File: config.mk
export PLATFORM = sky130hd
export DESIGN_NAME = bgb_ram
export DESIGN_NICKNAME = d
export VERILOG_FILES = /design/src/hw/rtl/bgb_ram.sv
export SDC_FILE = /design/constraint.sdc
export NUM_CORES = 1
export LEC_CHECK = 0
export ABC_AREA = 1
export BUFFER_PORTS_ARGS = -buffer_cell sky130_fd_sc_hd__buf_4
export CORE_MARGIN = 5
export CORE_UTILIZATION = 24
export DETAILED_ROUTE_END_ITERATION = 8
export PLACE_DENSITY = 0.38
export SLEW_MARGIN = 40
export SYNTH_ARGS = -nofsm -noshare
export SYNTH_HDL_FRONTEND = slang
export SYNTH_SLANG_ARGS = --single-unit
File: constraint.sdc
create_clock -name clk -period 2.8 [get_ports clk]
set_input_delay 0.28 -clock clk [delete_from_list [all_inputs] [get_ports clk]]
set_output_delay 0.28 -clock clk [all_outputs]
set_load 0.1 [all_outputs]
File: src/hw/rtl/bgb_ram.sv
// Generic single-write, single-read RAM with registered read data.
// No dependencies.
`default_nettype none

module bgb_ram #(
  parameter int WIDTH = 8,
  parameter int DEPTH = 16,
  parameter int AW    = $clog2(DEPTH)
) (
  input  wire logic             clk,
  input  wire logic             we,
  input  wire logic [AW-1:0]    waddr,
  input  wire logic [WIDTH-1:0] wdata,
  input  wire logic [AW-1:0]    raddr,
  output logic      [WIDTH-1:0] rdata
);

  logic [WIDTH-1:0] mem [DEPTH];

  always_ff @(posedge clk) begin
    if (we) begin
      mem[waddr] <= wdata;
    end
    rdata <= mem[raddr];
  end

endmodule

`default_nettype wire

==> impl_metrics.tcl <==
set metrics [dict create \
    run_status "finished clean" \
    yosysTopAreaCell "edfxtp_1" \
    hold_viol 0 \
    pwr-share-seq_pct 47.4 \
    fin_skew_ns 0.004114 \
    die-area_sq_mm 0.02723 \
    ant_nets 0 \
    synth.top_cell.area_share_pct 66.65 \
    power_leakage_uw 0.002871 \
    grt_pass1_vias 3620 \
    synth.top_cells.by_count "173 x nand2_1, 128 x edfxtp_1, 100 x inv_1" \
    netSwitchingPower_uw 1102 \
    tns_ns 0 \
    cts_resized 0 \
    yosys-top-cells-area "edfxtp_1 67%, nand2_1 11%, nand3_1 8.4%" \
    ctsHoldBuffers 0 \
    r2r_setup_slack_ns 1.72 \
    numClockSinks 136 \
    antenna_found_initial 0 \
    layout.nets 599 \
    crit_fanout 1 \
    start_kind "flip-flop" \
    reg2reg_to "rdata[7]$_DFF_P_" \
    dr.pass1.iters 4 \
    clock-root-buffer "clkbuf_16" \
    min_from "raddr[3]" \
    rsz0062_at_grt "no" \
    dp_hpwl_mm 8.852 \
    synthesis.area_sq_mm 0.005767 \
    grt_overflow 0 \
    yosysMostFrequentCell "nand2_1" \
    ys.flop_type "edfxtp_1" \
    cts_made_buffers 17 \
    internal-power_uw 3734 \
    synth_edf_count 128 \
    combPwrFrac_pct 8.0 \
    ioPinCount 26 \
    yosysWarningCount 0 \
    wl_per_cell_microns 16.06 \
    crit_family "flip-flops" \
    dr_total_vias 3600 \
    critPathArrivalTime_ns 1.08 \
    cp_cell_sequence "buf_4" \
    pwr-share-clk_pct 44.6 \
    die_w_microns 165.0 \
    drc 0 \
    cts-htree-levels 4 \
    end_kind "output port" \
    fill_cells 2468 \
    cts_tree "done" \
    fmax_mhz 737.5 \
    cts_setup_buffers 0 \
    worst-setup-path-type "flip-flop to output port" \
    syn_nets 569 \
    place_congestion 0.7488 \
    min_path_type "input port to flip-flop" \
    io_buffers 25 \
    synth_cell_type_count 12 \
    avgSynthCellArea_sq_um 10.47 \
    dp_slack_ns 0.9765 \
    avgViaCountPerCell 3.952 \
    final_max_slew_viol_count 0 \
    slowest_stage "dfxtp_1" \
    worstMarginPinSlew_ns 0.7912 \
    peakVddDrop_v 0.0004202 \
    maxCapViolations 0 \
    p_per_area_mw_per_mm2 706.9 \
    die_h_microns 165.0 \
    hold_depth 3 \
    required_ns 2.52 \
    cts.path.max_buffers 2 \
    core_sq_mm 0.02354 \
    max_stage_delay_ns 0.36 \
    reg2reg_from "mem[1][7]$_DFFE_PP_" \
    drive_above_1_share_pct 10.81 \
    max_slew_margin_pct 47.06 \
    syn_inst 551 \
    setup_ws_ns 1.444 \
    area_growth_syn_to_layout_pct 18.62 \
    start_util_pct 24.50 \
    drt-total-wl_mm 14.63 \
    ys_seq_area_share_pct 69.43 \
    crit_buf_inv 1 \
    ys_seq_elements 136 \
    finalCritPeriodShare_pct 48.43 \
    swShare_pct 22.79 \
    whs_ns 0.2044 \
    layout_min_cycle_time_ns 1.356 \
    setup_viol 0 \
    grt_usage_pct 11.55 \
    min_to "rdata[0]$_DFF_P_" \
    clk_pin_slew_ns 0.06 \
    drt-initial-drc-count 276 \
    worstRegToRegCells 6 \
    grt_pass1_wl_mm 22.68 \
    insertedDiodeCount 0 \
    async_flop_share_pct 0 \
    insertion_delay_ns 0.41 \
    fp-row-count 56 \
    grt_max_degree 65 \
]
## cell type report
class                   instances  area (sq um)  area share [%]
flip-flops and latches        136          4004           58.53
clock inverters                13         137.6           2.012
clock buffers                  17         425.4           6.219
inverters                     102         382.9           5.597
repair buffers                 35         275.3           4.024
well taps                     319         399.1           5.835
multi-input cells             289          1216           17.78
## through the flow
stage / total power [uW] / instance area (sq um) / cells / util, %
floorplan: 2586 / 5767 / 551 / -
global placement: 2729 / 6275 / 881 / 26.65
detailed placement: 2730 / 6277 / 881 / 26.66
CTS: 4889 / 6840 / 911 / 29.06
global route: 5026 / 6840 / 911 / 29.06
finish: 4836 / 6840 / 911 / 29.06
## power groups by stage
| stage | Sequential [uW] | Clock (uW) | Combinational [uW] |
|---|---|---|---|
| after floorplan | 2430 | 0 | 161 |
| after global placement | 2330 | 0 | 394 |
| after detailed placement | 2330 | 0 | 396 |
| after CTS | 2290 | 2200 | 397 |
| after global routing | 2290 | 2300 | 427 |
| final | 2290 | 2160 | 387 |
## per-layer routing
metal,vias to the layer above,wire length (microns),global-route usage (%)
li1,1831,-,-
met1,1686,7124,16.05
met2,70,6701,17.43
met3,13,545,2.521
met4,0,259,4.802
met5,-,0,0
## cell families after synthesis
family	share of synthesized area (%)
simple gates	21.05
buf+inv	9.525
flops	69.43
## state kept, by name, indices dropped and copies added, names as in the netlist
name / flops
mem: 128
rdata: 8
## cells in the final DEF (no fill, tap or decap), drive strengths merged
| cell type | count |
|---|---|
| inv | 102 |
| clkbuf | 17 |
| nor2 | 17 |
| bufinv | 3 |
| clkinv | 9 |
| dfxtp | 8 |
| buf | 35 |
| nand3b | 2 |
| nand2 | 173 |
| clkinvlp | 1 |
| edfxtp | 128 |
| nand3 | 97 |
## worst max-delay path by stage
| stage | startpoint | to | slack [ns] | depth (start not counted) |
|---|---|---|---|---|
| floorplan | waddr[2] | mem[10][0]$_DFFE_PP_ | 1.57 | 2 |
| global placement | waddr[2] | mem[9][7]$_DFFE_PP_ | 1.0 | 3 |
| detailed placement | raddr[0] | rdata[6]$_DFF_P_ | 0.98 | 8 |
| CTS | raddr[0] | rdata[6]$_DFF_P_ | 1.42 | 8 |
| global route | raddr[0] | rdata[6]$_DFF_P_ | 1.33 | 8 |
| finish | rdata[4]$_DFF_P_ | rdata[4] | 1.44 | 1 |
Note: power is estimated with default switching activity, not from simulation.
