===== src/hw/rtl/bgb_pkg.sv =====
// Shared constants and types for the bilateral grid builder.
// No dependencies; imported by bgb_div, the top level and the testbench.
`default_nettype none

package bgb_pkg;

  localparam int CELLS_PER_BIN = 256;
  localparam int NUM_BINS      = 9;
  localparam int CELL_SHIFT    = 5;
  localparam int STORE_DEPTH   = NUM_BINS * CELLS_PER_BIN;
  localparam int ADDR_W        = $clog2(STORE_DEPTH);
  localparam int LIN_W         = $clog2(CELLS_PER_BIN) + 1;
  localparam int COUNT_W       = 17;
  localparam int SUM_W         = 24;
  localparam int VALUE_W       = 14;
  localparam int GRID_W        = 5;
  localparam int BIN_W         = 4;

  localparam logic [COUNT_W-1:0] COUNT_MAX = {COUNT_W{1'b1}};
  localparam logic [SUM_W-1:0]   SUM_MAX   = {SUM_W{1'b1}};
  localparam logic [VALUE_W-1:0] VALUE_MAX = VALUE_W'(16 * 1023);
  localparam logic [GRID_W-1:0]  GRID_MAX  = GRID_W'(16);

  typedef enum logic [1:0] {
    CMD_CLEAR  = 2'd0,
    CMD_ACCUM  = 2'd1,
    CMD_FINISH = 2'd2,
    CMD_READ   = 2'd3
  } cmd_t;

  localparam logic CFG_GRID_WIDTH  = 1'b0;
  localparam logic CFG_GRID_HEIGHT = 1'b1;

  // divider handshake between sequencer and divide unit
  typedef struct packed {
    logic start;
  } div_req_t;

  typedef struct packed {
    logic busy;
    logic done;
  } div_rsp_t;

endpackage

`default_nettype wire


===== src/hw/rtl/bgb_div.sv =====
// Restoring divider, one quotient bit per cycle: sum / count for normalize.
// Depends on bgb_pkg.
`default_nettype none

module bgb_div (
  input  wire logic                          clk,
  input  wire logic                          rst,
  input  wire bgb_pkg::div_req_t             req,
  input  wire logic [bgb_pkg::SUM_W-1:0]     dividend,
  input  wire logic [bgb_pkg::COUNT_W-1:0]   divisor,
  output bgb_pkg::div_rsp_t                  rsp,
  output logic      [bgb_pkg::SUM_W-1:0]     quotient
);
  import bgb_pkg::*;

  localparam int CNT_W = $clog2(SUM_W + 1);

  logic [COUNT_W:0]   rem;
  logic [COUNT_W-1:0] dvs;
  logic [CNT_W-1:0]   cnt;
  logic               busy;
  logic               done;
  logic [COUNT_W:0]   rem_sh;
  logic [COUNT_W+1:0] diff;

  assign rem_sh = {rem[COUNT_W-1:0], quotient[SUM_W-1]};
  assign diff   = {1'b0, rem_sh} - {2'b00, dvs};

  always_ff @(posedge clk) begin
    if (rst) begin
      busy <= 1'b0;
      done <= 1'b0;
    end else begin
      done <= busy && (cnt == CNT_W'(1));
      if (req.start && !busy) begin
        busy     <= 1'b1;
        rem      <= '0;
        dvs      <= divisor;
        quotient <= dividend;
        cnt      <= CNT_W'(SUM_W);
      end else if (busy) begin
        if (!diff[COUNT_W+1]) begin
          rem      <= diff[COUNT_W:0];
          quotient <= {quotient[SUM_W-2:0], 1'b1};
        end else begin
          rem      <= rem_sh;
          quotient <= {quotient[SUM_W-2:0], 1'b0};
        end
        cnt <= cnt - CNT_W'(1);
        if (cnt == CNT_W'(1)) begin
          busy <= 1'b0;
        end
      end
    end
  end

  assign rsp.busy = busy;
  assign rsp.done = done;

  always_ff @(posedge clk) begin
    if (!rst) begin
      assert (!(done && busy))
        else $error("divider done while busy");
    end
  end

endmodule

`default_nettype wire


===== config.mk =====
export PLATFORM = sky130hd
export DESIGN_NAME = bgb_div
export DESIGN_NICKNAME = d
export VERILOG_FILES = /design/src/hw/rtl/bgb_pkg.sv /design/src/hw/rtl/bgb_div.sv
export SDC_FILE = /design/constraint.sdc
export NUM_CORES = 1
export LEC_CHECK = 0
export ABC_AREA = 1
export BUFFER_PORTS_ARGS = -buffer_cell sky130_fd_sc_hd__buf_2
export CAP_MARGIN = 25
export CORE_MARGIN = 3
export CORE_UTILIZATION = 30
export CTS_BUF_LIST = sky130_fd_sc_hd__clkbuf_16
export CTS_CLUSTER_DIAMETER = 150
export DETAILED_ROUTE_END_ITERATION = 6
export PLACE_DENSITY = 0.58
export SLEW_MARGIN = 40
export SYNTH_ARGS = -nofsm -noshare
export SYNTH_HDL_FRONTEND = slang
export SYNTH_SLANG_ARGS = --single-unit

===== constraint.sdc =====
create_clock -name clk -period 7 [get_ports clk]
set_input_delay 0.35 -clock clk [delete_from_list [all_inputs] [get_ports clk]]
set_output_delay 0.35 -clock clk [all_outputs]
set_load 0.1 [all_outputs]

==> results of run 1 <==
==> how the worst max path moves through the flow <==
| stage | endpoint | from | slack (ns) |
|---|---|---|---|
| floorplan | cnt[0] | busy | 4.19 |
| global placement | rem[12] | quotient[23] | 4.83 |
| detailed placement | rem[13] | quotient[23] | 4.79 |
| CTS | rem[15] | quotient[23] | 4.76 |
| global route | rem[12] | quotient[23] | 4.58 |
| finish | rem[11] | quotient[23] | 4.76 |
==> stage by stage <==
step / cell area (um^2) / cells / hold slack (ns)
floorplan: 3950 / 485 / 0.422
global placement: 4480 / 719 / 0.523
detailed placement: 4480 / 719 / 0.513
CTS: 4780 / 735 / 0.168
global route: 4810 / 736 / 0.166
finish: 4810 / 736 / 0.179
==> registers in the layout, indices dropped and copies added, names as in the netlist <==
signal and count:
rem 17, done 1, cnt 5, busy 1, dvs 17, quotient 24
==> cell families after synthesis <==
logic type | after synthesis | synth area share [%]
AND/OR/NAND/NOR | 288 | 31.6
buffers and inverters | 89 | 9.22
flip-flops | 65 | 48.9
adder cells (fa/ha/maj) | 20 | 6.53
AO/OA/AOI/OAI | 16 | 2.22
XOR/XNOR | 7 | 1.55
==> cell usage in the layout (no fill, tap or decap) <==
cell	count
a21oi_1	10
a21oi_2	2
and2_1	2
buf_16	1
buf_2	69
buf_4	3
bufinv_16	1
clkbuf_16	9
clkinv_1	1
clkinv_2	1
clkinv_4	1
clkinvlp_4	2
dfxtp_1	2
edfxtp_1	63
fa_1	1
ha_1	19
inv_1	72
inv_2	6
inv_6	1
inv_8	1
nand2_1	193
nand2_2	7
nand2_4	2
nand3_1	15
nand3_2	8
nand3b_1	8
nand4_1	2
nor2_1	39
nor2_2	3
nor2_4	3
nor3_1	4
o21ai_0	3
o21ai_1	1
or2_2	2
xnor2_1	3
xor2_1	4
==> power by group through the flow <==
stage          Sequential, W  Combinational, W  Clock [W]
4_1_cts             0.000489          0.000354   0.000477
5_1_grt             0.000492          0.000396   0.000493
6_report            0.000489          0.000354   0.000466
2_1_floorplan       0.000566          0.000210          0
3_3_place_gp        0.000496          0.000349          0
3_5_place_dp        0.000496          0.000351          0
==> metal layers <==
layer / GRT usage (%) / up-vias / part of all wire, %
met2: 21.2 / 94 / 45
met1: 15.8 / 1437 / 46
met4: 4.18 / 0 / 1.4
met5: 0 / - / 0
met3: 5.52 / 11 / 7.7
li1: - / 1661 / -
==> layout make-up <==
type / instances / area [um^2]
Clock buffer: 9 / 225
Clock inverter: 7 / 78.8
Fill cell: 1359 / 7910
Inverter: 79 / 297
Multi-Input combinational cell: 331 / 1670
Sequential cell: 65 / 1930
Tap cell: 172 / 215
Timing Repair Buffer: 73 / 395
==> metrics, run 1 <==
RR Endpoint=rem[11]; critical path depth in cells=12; Max clock buf depth=2; post-route ant nets=0; Die X=121 um; Worst Hold End=dvs[0]; synthesis-to-layout area growth=21.8%; die area=14600 um^2; type of the worst setup path=flip-flop to flip-flop; Synth Net Count=549; starting DRC count in detailed routing=107; crit-path most repeated cell=inv_1; Syn Area/Cell=8.14 um^2; Setup Buffers After CTS=0; WL/cell=12.3 um; Net Sw Frac=34.6%; Hold Path Depth=1; CTS H-tree depth=3; RSZ-0062 raised after global routing=false; run status=completed; EDFF count, synth=63; FF-to-FF Start=quotient[23]; Worst Hold Class=primary input to flip-flop; final setup TNS=0 ns; Ys Warns=0; Least-Margin Pin Slew=0.557 ns; synthesized instance count=485; Tot Pwr=0.00131 W; slowest CP cell=fa_1; global-route usage over all layers=13.1%; critical path endpoint category=flip-flop; share of the synthesized area in the top cell type=47.9%; logic gate share of total power=27.0%; cts bufs inserted=9; sequential power share=37.3%; Switch Pwr=0.000453 W; CTS clk-pin slew, worst paths=0.06 ns; initial antenna violation count=0; pin count of the biggest net entering global routing=43; Ports=70; Crit Path Max Fanout=12; Unique masters post-synth=31; ranking of synthesized cells by area=edfxtp_1 (48%), nand2_1 (18%), inv_1 (6.8%); Resize count post-CTS=0; fin crit period=2.24 ns; Leakage=2.44 nW; Crit path max-delay family=simple AND/OR/NAND/NOR gates; critical path buffer and inverter count=3; register area share after synthesis=48.9%; internal power=0.000856 W; cell taking the most area after synthesis=edfxtp_1; Vias=3203; I/O Buffers=69; PwrDens=272 nW/um^2; drt total wl=9090 um; clock power share=35.6%; Final HPWL DP=6580 um; vias in the first global route=3240; most frequent cell after synthesis=nand2_1; Min-Delay Startpoint=divisor[0]; top cells by count, synth=nand2_1 (193), inv_1 (72), edfxtp_1 (63), nor2_1 (41), ha_1 (19); share of post-route cells with drive strength above 1=21.6%; # DRC=0; Via-to-Cell Ratio=4.35; ys flop type=edfxtp_1; Slew HR=62.8%; CTS tree=yes; critical-path cell list=inv_1 > ha_1 > inv_1 > fa_1 > nand3_2 > nand3_2 > nand2_4 > nand2_4 > nand2_2 > nand2_1 > nand2_1 > inv_1; GRT overflow=0; post-route clock period utilization=32.0%; Initial Util=31.0%; max-slew violation count=0; Final Util=37.8%; Worst path max stage delay=0.43 ns; r2r worst-path depth=12; dpl ws=4.79 ns; Fin Clk Skew=0.00743 ns; max_cap viols=0; final hold violation count=0; register-to-register setup slack=4.76 ns; Finish-stage setup viols=0; fin worst setup slack=4.76 ns; IR drop worst, VDD=0.171 mV; ys async rst share=0%; Worst EP arrival=2.35 ns; nets@finish=623; CP Launch Type=flip-flop; Root Buffer=clkbuf_16; Core Box Area=12700 um^2; Post-Syn Area=3950 um^2; Clk Latency, worst-skew pair=0.34 ns; clk sinks=65; CP required=7.11 ns; GP Congestion=0.866; DR pass1 iterations=4; first-pass GRT wire length=15000 um; cts hold-fix bufs=0; register bit total from synthesis=65; Max Clk Rate=447 MHz; Die Ht=121 um; row cnt=41; ant diodes=0
Note: power is estimated with default switching activity, not from simulation.
==> inputs of run 2 (changes only) <==
==> constraint.sdc (replaced) <==
create_clock -name clk -period 2.1 [get_ports clk]
set_input_delay 0.105 -clock clk [delete_from_list [all_inputs] [get_ports clk]]
set_output_delay 0.105 -clock clk [all_outputs]
set_load 0.1 [all_outputs]
==> run 2 against run 1 <==
Effect of this change: die area is the same; via count grew 4.0%; clock-buffer cell count is the same; cell area grew 9.0%; highest routed layer unchanged; worst hold slack lost 0.14 ns; sequential share of layout area shrank 3.3 points; combinational power grew to 3.7 times the previous value; non-clock buffer count grew 31; register-to-register slack lost 4.7 ns; largest power group unchanged; clock skew is essentially flat.
==> metrics, run 2 (same netlist as run 1, synthesis figures left out) <==
Root Buffer=clkbuf_16; I/O Buffers=69 (unchanged); Die Ht=121 um (unchanged); fin crit period=1.99 ns (-0.248 ns); Area after DPL=4590 um^2 (+2.5%); grt peak-use layer=met2; final hold violation count=0 (unchanged); CTS H-tree depth=3 (unchanged); Crit Path Max Fanout=7 (-5); max-slew violation count=0 (unchanged); WL/cell=12.2 um (-1.3%); Worst EP arrival=2.08 ns (-0.27 ns); synthesis-to-layout area growth=32.8%; nets@finish=654 (+5.0%); GP Congestion=0.869 (+0.36%); fill cell count=1317 (-3.1%); type of the worst setup path=flip-flop to flip-flop; Initial Util=31.0% (unchanged); Final HPWL DP=6840 um (+3.9%); Finish-stage setup viols=0 (unchanged); cts bufs inserted=9 (unchanged); pin count of the biggest net entering global routing=29 (-33%); PwrDens=866 nW/um^2 (+220%); CTS tree=yes; hold_ws=0.0403 ns (-0.138 ns); crit path from=rem[6]; run status=completed; GRT overflow=0 (unchanged); CP Launch Type=flip-flop; commonest cells after routing, fill and taps aside=nand2_1 (187), inv_1 (71), buf_2 (69), edfxtp_1 (63), nor2_1 (37); drt total wl=9350 um (+2.8%); max_cap viols=0 (unchanged); Placed Cells=732 (+1.8%); Max clock buf depth=2 (unchanged); row cnt=41 (unchanged); Core Box Area=12700 um^2 (unchanged); die area=14600 um^2 (unchanged); Least-Margin Pin Slew=0.493 ns (-0.0639 ns); Clk Latency, worst-skew pair=0.33 ns (about the same); starting DRC count in detailed routing=169 (+58%); Fin Clk Skew=0.00779 ns (+0.000365 ns); post-route ant nets=0 (unchanged); footprint of the multi-input gates=1820 um^2 (+9.1%); ant diodes=0 (unchanged); largest reg by FF count=quotient; IR drop worst, VDD=0.466 mV (+170%); Final Instance Area=5240 um^2 (+9.0%); critical path endpoint category=flip-flop; vias in the first global route=3371 (+4.0%); Vias=3331 (+4.0%); Tot Pwr=0.00454 W (+250%); post-route clock period utilization=94.8% (+63 points); max reg flops=24 (unchanged); met3 Usage GRT=2.67% (-2.9 points); first-pass GRT wire length=15500 um (+3.5%); CP required=2.19 ns (-4.92 ns); Worst Hold Class=primary input to flip-flop; commonest non-fill, non-tap cell in the layout=nand2_1; FF-to-FF Start=rem[6]; Storage cell area=1930 um^2 (unchanged); Slew HR=67.4% (+4.6 points); share of post-route cells with drive strength above 1=26.1% (+4.4 points); # DRC=0 (unchanged); global-route usage over all layers=13.4% (+0.27 points); Non-Filler Instances=767 (+4.2%); clk sinks=65 (unchanged); DR pass1 iterations=4 (unchanged); CTS clk-pin slew, worst paths=0.06 ns (about the same); met2 Usage GRT=21.6% (+0.42 points); Via-to-Cell Ratio=4.34 (-0.21%); Final Util=41.2% (+3.4 points); Die X=121 um (unchanged); Ports=70 (unchanged); Min-Delay Startpoint=dividend[19]; Max Clk Rate=502 MHz (+12%); initial antenna violation count=0 (unchanged); Largest regs=quotient: 24 flops, dvs: 17 flops, rem: 17 flops; grt met1 use=17.4% (+1.6 points); Leakage=2.58 nW (+5.8%)
-- run 2: changes by cell type in the layout (fill, tap and decap cells not counted), moves of 3 or more --
cell / previous run / this run
nand2_1: 193 / 187
dlygate4sd3_1: 0 / 18
nor2_2: 3 / 6
ha_4: 0 / 7
ha_1: 19 / 10
buf_4: 3 / 16
nand2_2: 7 / 11
-- run 2: cell type report --
class	instances	share of cell area [%]
Sequential cell	65	36.8
Multi-Input combinational cell	331	34.7
Timing Repair Buffer	104	12.7
Inverter	79	5.70
Clock buffer	9	4.29
Tap cell	172	4.10
Clock inverter	7	1.65
-- run 2: per-layer routing --
| metal | vias up | part of all wire, % |
|---|---|---|
| met2 | 82 | 46 |
| met1 | 1513 | 46 |
| met5 | - | 0 |
| met3 | 13 | 5.2 |
| met4 | 0 | 2.0 |
| li1 | 1723 | - |
-- run 2: report_power, final --
part / switching [W] / leakage, nW / internal, W / total (W)
clock: 0.000555 / 0.148 / 0.00103 / 0.00158
combinational: 0.000873 / 1.82 / 0.000450 / 0.00132
sequential: 0.0000622 / 0.616 / 0.00157 / 0.00164
-- run 2: repair_timing --
action,in CTS,in global routing
endpoints found under the setup margin,0,14
gates resized for setup,0,26
endpoints found under the hold margin,18,0
buffers inserted,0,1
hold buffers,18,0
-- run 2: critical path, stage by stage (launching register included) --
cell      delay (ns)
edfxtp_1        0.43
ha_4            0.32
nand2_1         0.06
nand2_1         0.12
nand2_1         0.09
nand2_2         0.08
inv_2           0.05
nand3_2         0.09
nand2_4         0.09
nand2_8         0.12
buf_12          0.13
nand3_2         0.06
nand2_1         0.06
inv_1           0.03
-- run 2: final timing paths --
check	end	slack, ns	cells past startpoint
setup / recovery	rem[13]	0.11	13
hold / removal	quotient[19]	0.04	3
setup reg to reg	rem[13]	0.11	13
hold reg to reg	done	0.54	2
-- run 2: through the flow --
stage / setup slack, ns / setup TNS [ns]
2_1_floorplan: -0.346 / -5.26
3_3_place_gp: 0.0271 / 0
3_5_place_dp: 0.0233 / 0
4_1_cts: 0.00654 / 0
5_1_grt: -0.00572 / -0.00701
6_report: 0.108 / 0
==> inputs of run 3 (changes only) <==
--- a/config.mk
+++ b/config.mk
@@ -8,7 +8,6 @@
 export ABC_AREA = 1
 export BUFFER_PORTS_ARGS = -buffer_cell sky130_fd_sc_hd__buf_2
 export CAP_MARGIN = 25
-export CORE_MARGIN = 3
 export CORE_UTILIZATION = 30
 export CTS_BUF_LIST = sky130_fd_sc_hd__clkbuf_16
 export CTS_CLUSTER_DIAMETER = 150
==> constraint.sdc (replaced) <==
create_clock -name clk -period 2.06 [get_ports clk]
set_input_delay 0.103 -clock clk [delete_from_list [all_inputs] [get_ports clk]]
set_output_delay 0.103 -clock clk [all_outputs]
set_load 0.1 [all_outputs]
==> run 3 against run 2 <==
Effect of this change: first-iteration DRC count fell by 14%; global-route usage rose by 1.5 points; routed wire length rose by 0.33%; final cell count rose by 0.26%; sequential share of layout area fell by 0.51 points; flip-flop and latch count did not move; sequential power barely moved; cell area rose by 1.4%; register-to-register slack got worse by 0.06 ns; fmax fell by 1.1%; via count rose by 1.6%; die area fell by 6.5%; critical endpoint is now rem[8].
==> metrics, run 3 (same netlist as run 1, synthesis figures left out) <==
run status=completed; post-route clock period utilization=97.7% (+2.9 points); global-route usage over all layers=14.8% (+1.5 points); Finish-stage setup viols=0 (unchanged); CTS H-tree depth=3 (unchanged); Core Box Area=12700 um^2 (unchanged); Leakage=2.61 nW (+1.0%); Crit path max-delay family=simple AND/OR/NAND/NOR gates; share of post-route cells with drive strength above 1=27.5% (+1.4 points); vias in the first global route=3415 (+1.3%); final setup TNS=0 ns (unchanged); Die X=117 um (-3.3%); Worst EP arrival=2.11 ns (+0.03 ns); Worst Hold End=quotient[5]; GRT overflow=0 (unchanged); type of the worst setup path=flip-flop to flip-flop; commonest non-fill, non-tap cell in the layout=nand2_1; starting DRC count in detailed routing=146 (-14%); row cnt=41 (unchanged); Final HPWL DP=6490 um (-5.0%); pin count of the biggest net entering global routing=48 (+66%); Area after DPL=4610 um^2 (+0.27%); max_cap viols=0 (unchanged); clk sinks=65 (unchanged); Clk Latency, worst-skew pair=0.33 ns (about the same); Via-to-Cell Ratio=4.40 (+1.3%); RR Endpoint=rem[8]; synthesis-to-layout area growth=34.6%; slowest CP cell=edfxtp_1; drt total wl=9380 um (+0.33%); first-pass GRT wire length=15400 um (-0.72%); DR pass1 iterations=5 (+1); Hold Path Depth=3 (unchanged); ant diodes=0 (unchanged); Max Clk Rate=497 MHz (-1.1%); Largest regs=quotient: 24 flops, dvs: 17 flops, rem: 17 flops; die area=13600 um^2 (-6.5%); CTS clk-pin slew, worst paths=0.06 ns (about the same); CP required=2.15 ns (-0.04 ns); Least-Margin Pin Slew=0.497 ns (+0.00386 ns); CP Launch Type=flip-flop; Ports=70 (unchanged); GP Congestion=0.881 (+1.4%); r2r worst-path depth=12 (-1); Die Ht=117 um (-3.3%); Initial Util=31.0% (unchanged); Slew HR=67.1% (-0.26 points); Worst path max stage delay=0.39 ns (-0.04 ns); WL/cell=12.2 um (about the same); commonest cells after routing, fill and taps aside=nand2_1 (182), inv_1 (72), buf_2 (69), edfxtp_1 (63), nor2_1 (38); Max clock buf depth=2 (unchanged); fin crit period=2.01 ns (+0.0217 ns); Tot Pwr=0.00468 W (+3.1%); max reg flops=24 (unchanged); largest reg by FF count=quotient; register-to-register setup slack=0.05 ns (-0.06 ns); I/O Buffers=69 (unchanged); critical-path cell list=inv_2 > ha_4 > inv_2 > fa_2 > nand2_2 > nand2_2 > nand3_2 > nand2_4 > buf_6 > xor2_1 > nor2_1 > nor2_1; Fin Clk Skew=0.00599 ns (-0.00180 ns); IR drop worst, VDD=0.588 mV (+26%); cts bufs inserted=9 (unchanged); Crit Path Max Fanout=3 (-4); Final Instance Area=5320 um^2 (+1.4%); Worst Hold Class=primary input to flip-flop; nets@finish=656 (+0.31%); final hold violation count=0 (unchanged); critical path endpoint category=flip-flop; CTS tree=yes; # DRC=0 (unchanged); FF-to-FF Start=quotient[23]; Root Buffer=clkbuf_16; post-route ant nets=0 (unchanged); PwrDens=880 nW/um^2 (+1.6%); critical path buffer and inverter count=3 (unchanged); initial antenna violation count=0 (unchanged); Min-Delay Startpoint=dividend[5]; max-slew violation count=0 (unchanged); RSZ-0062 raised after global routing=true; Vias=3383 (+1.6%)
run 3: cell count changes in the layout (fill, tap and decap cells not counted), sizes merged:
cell	previous run	this run
buf	86	88
clkinvlp	2	1
inv	79	80
run 3: worst reg2reg max path: stages, from the launching register on:
cell	delay [ns]
edfxtp_1	0.39
inv_2	0.09
ha_4	0.12
inv_2	0.04
fa_2	0.37
nand2_2	0.10
nand2_2	0.07
nand3_2	0.10
nand2_4	0.08
buf_6	0.13
xor2_1	0.14
nor2_1	0.10
nor2_1	0.05
run 3: area by class of cell:
cell class / instances / area, um^2
clock buffers: 9 / 225
clock inverters: 7 / 87.6
fillers: 1325 / 7400
inverters: 79 / 297
multi-input cells: 331 / 1860
flip-flops and latches: 65 / 1930
well taps: 172 / 215
repair buffers: 106 / 701
run 3: worst max-delay path by stage:
stage / from / endpoint / cells after the start
2_1_floorplan: quotient[23] / rem[2] / 11
3_3_place_gp: rem[8] / rem[10] / 10
3_5_place_dp: rem[8] / rem[16] / 13
4_1_cts: rem[8] / rem[16] / 13
5_1_grt: quotient[23] / rem[16] / 14
6_report: quotient[23] / rem[8] / 12
run 3: through the flow:
stage	util [%]	instances	worst slack, ns	hold WS [ns]
floorplan	-	485	-0.386	0.175
global placement	36.2	732	0.0354	0.280
detailed placement	36.2	732	0.0386	0.282
CTS	40.1	766	0.00110	0.0276
global route	41.8	769	-0.0180	0.0412
finish	41.8	769	0.0467	0.0359
run 3: timing repair:
item,in CTS,in global routing
endpoints found under the setup margin,1,17
hold buffers,18,0
setup buffers,0,3
hold endpoints to repair,18,0
pin swaps,0,10
resized for setup,1,34
run 3: report_power, final:
| group | total, W | switching, W | internal (W) |
|---|---|---|---|
| sequential | 0.00167 | 0.0000657 | 0.00160 |
| combinational | 0.00138 | 0.000900 | 0.000477 |
| clock | 0.00163 | 0.000583 | 0.00105 |
run 3: layer usage:
metal | share of wire (%) | track usage, %
met5 | 0 | 0
met1 | 46 | 18.0
met3 | 5.6 | 4.62
met4 | 1.5 | 4.22
met2 | 47 | 25.2
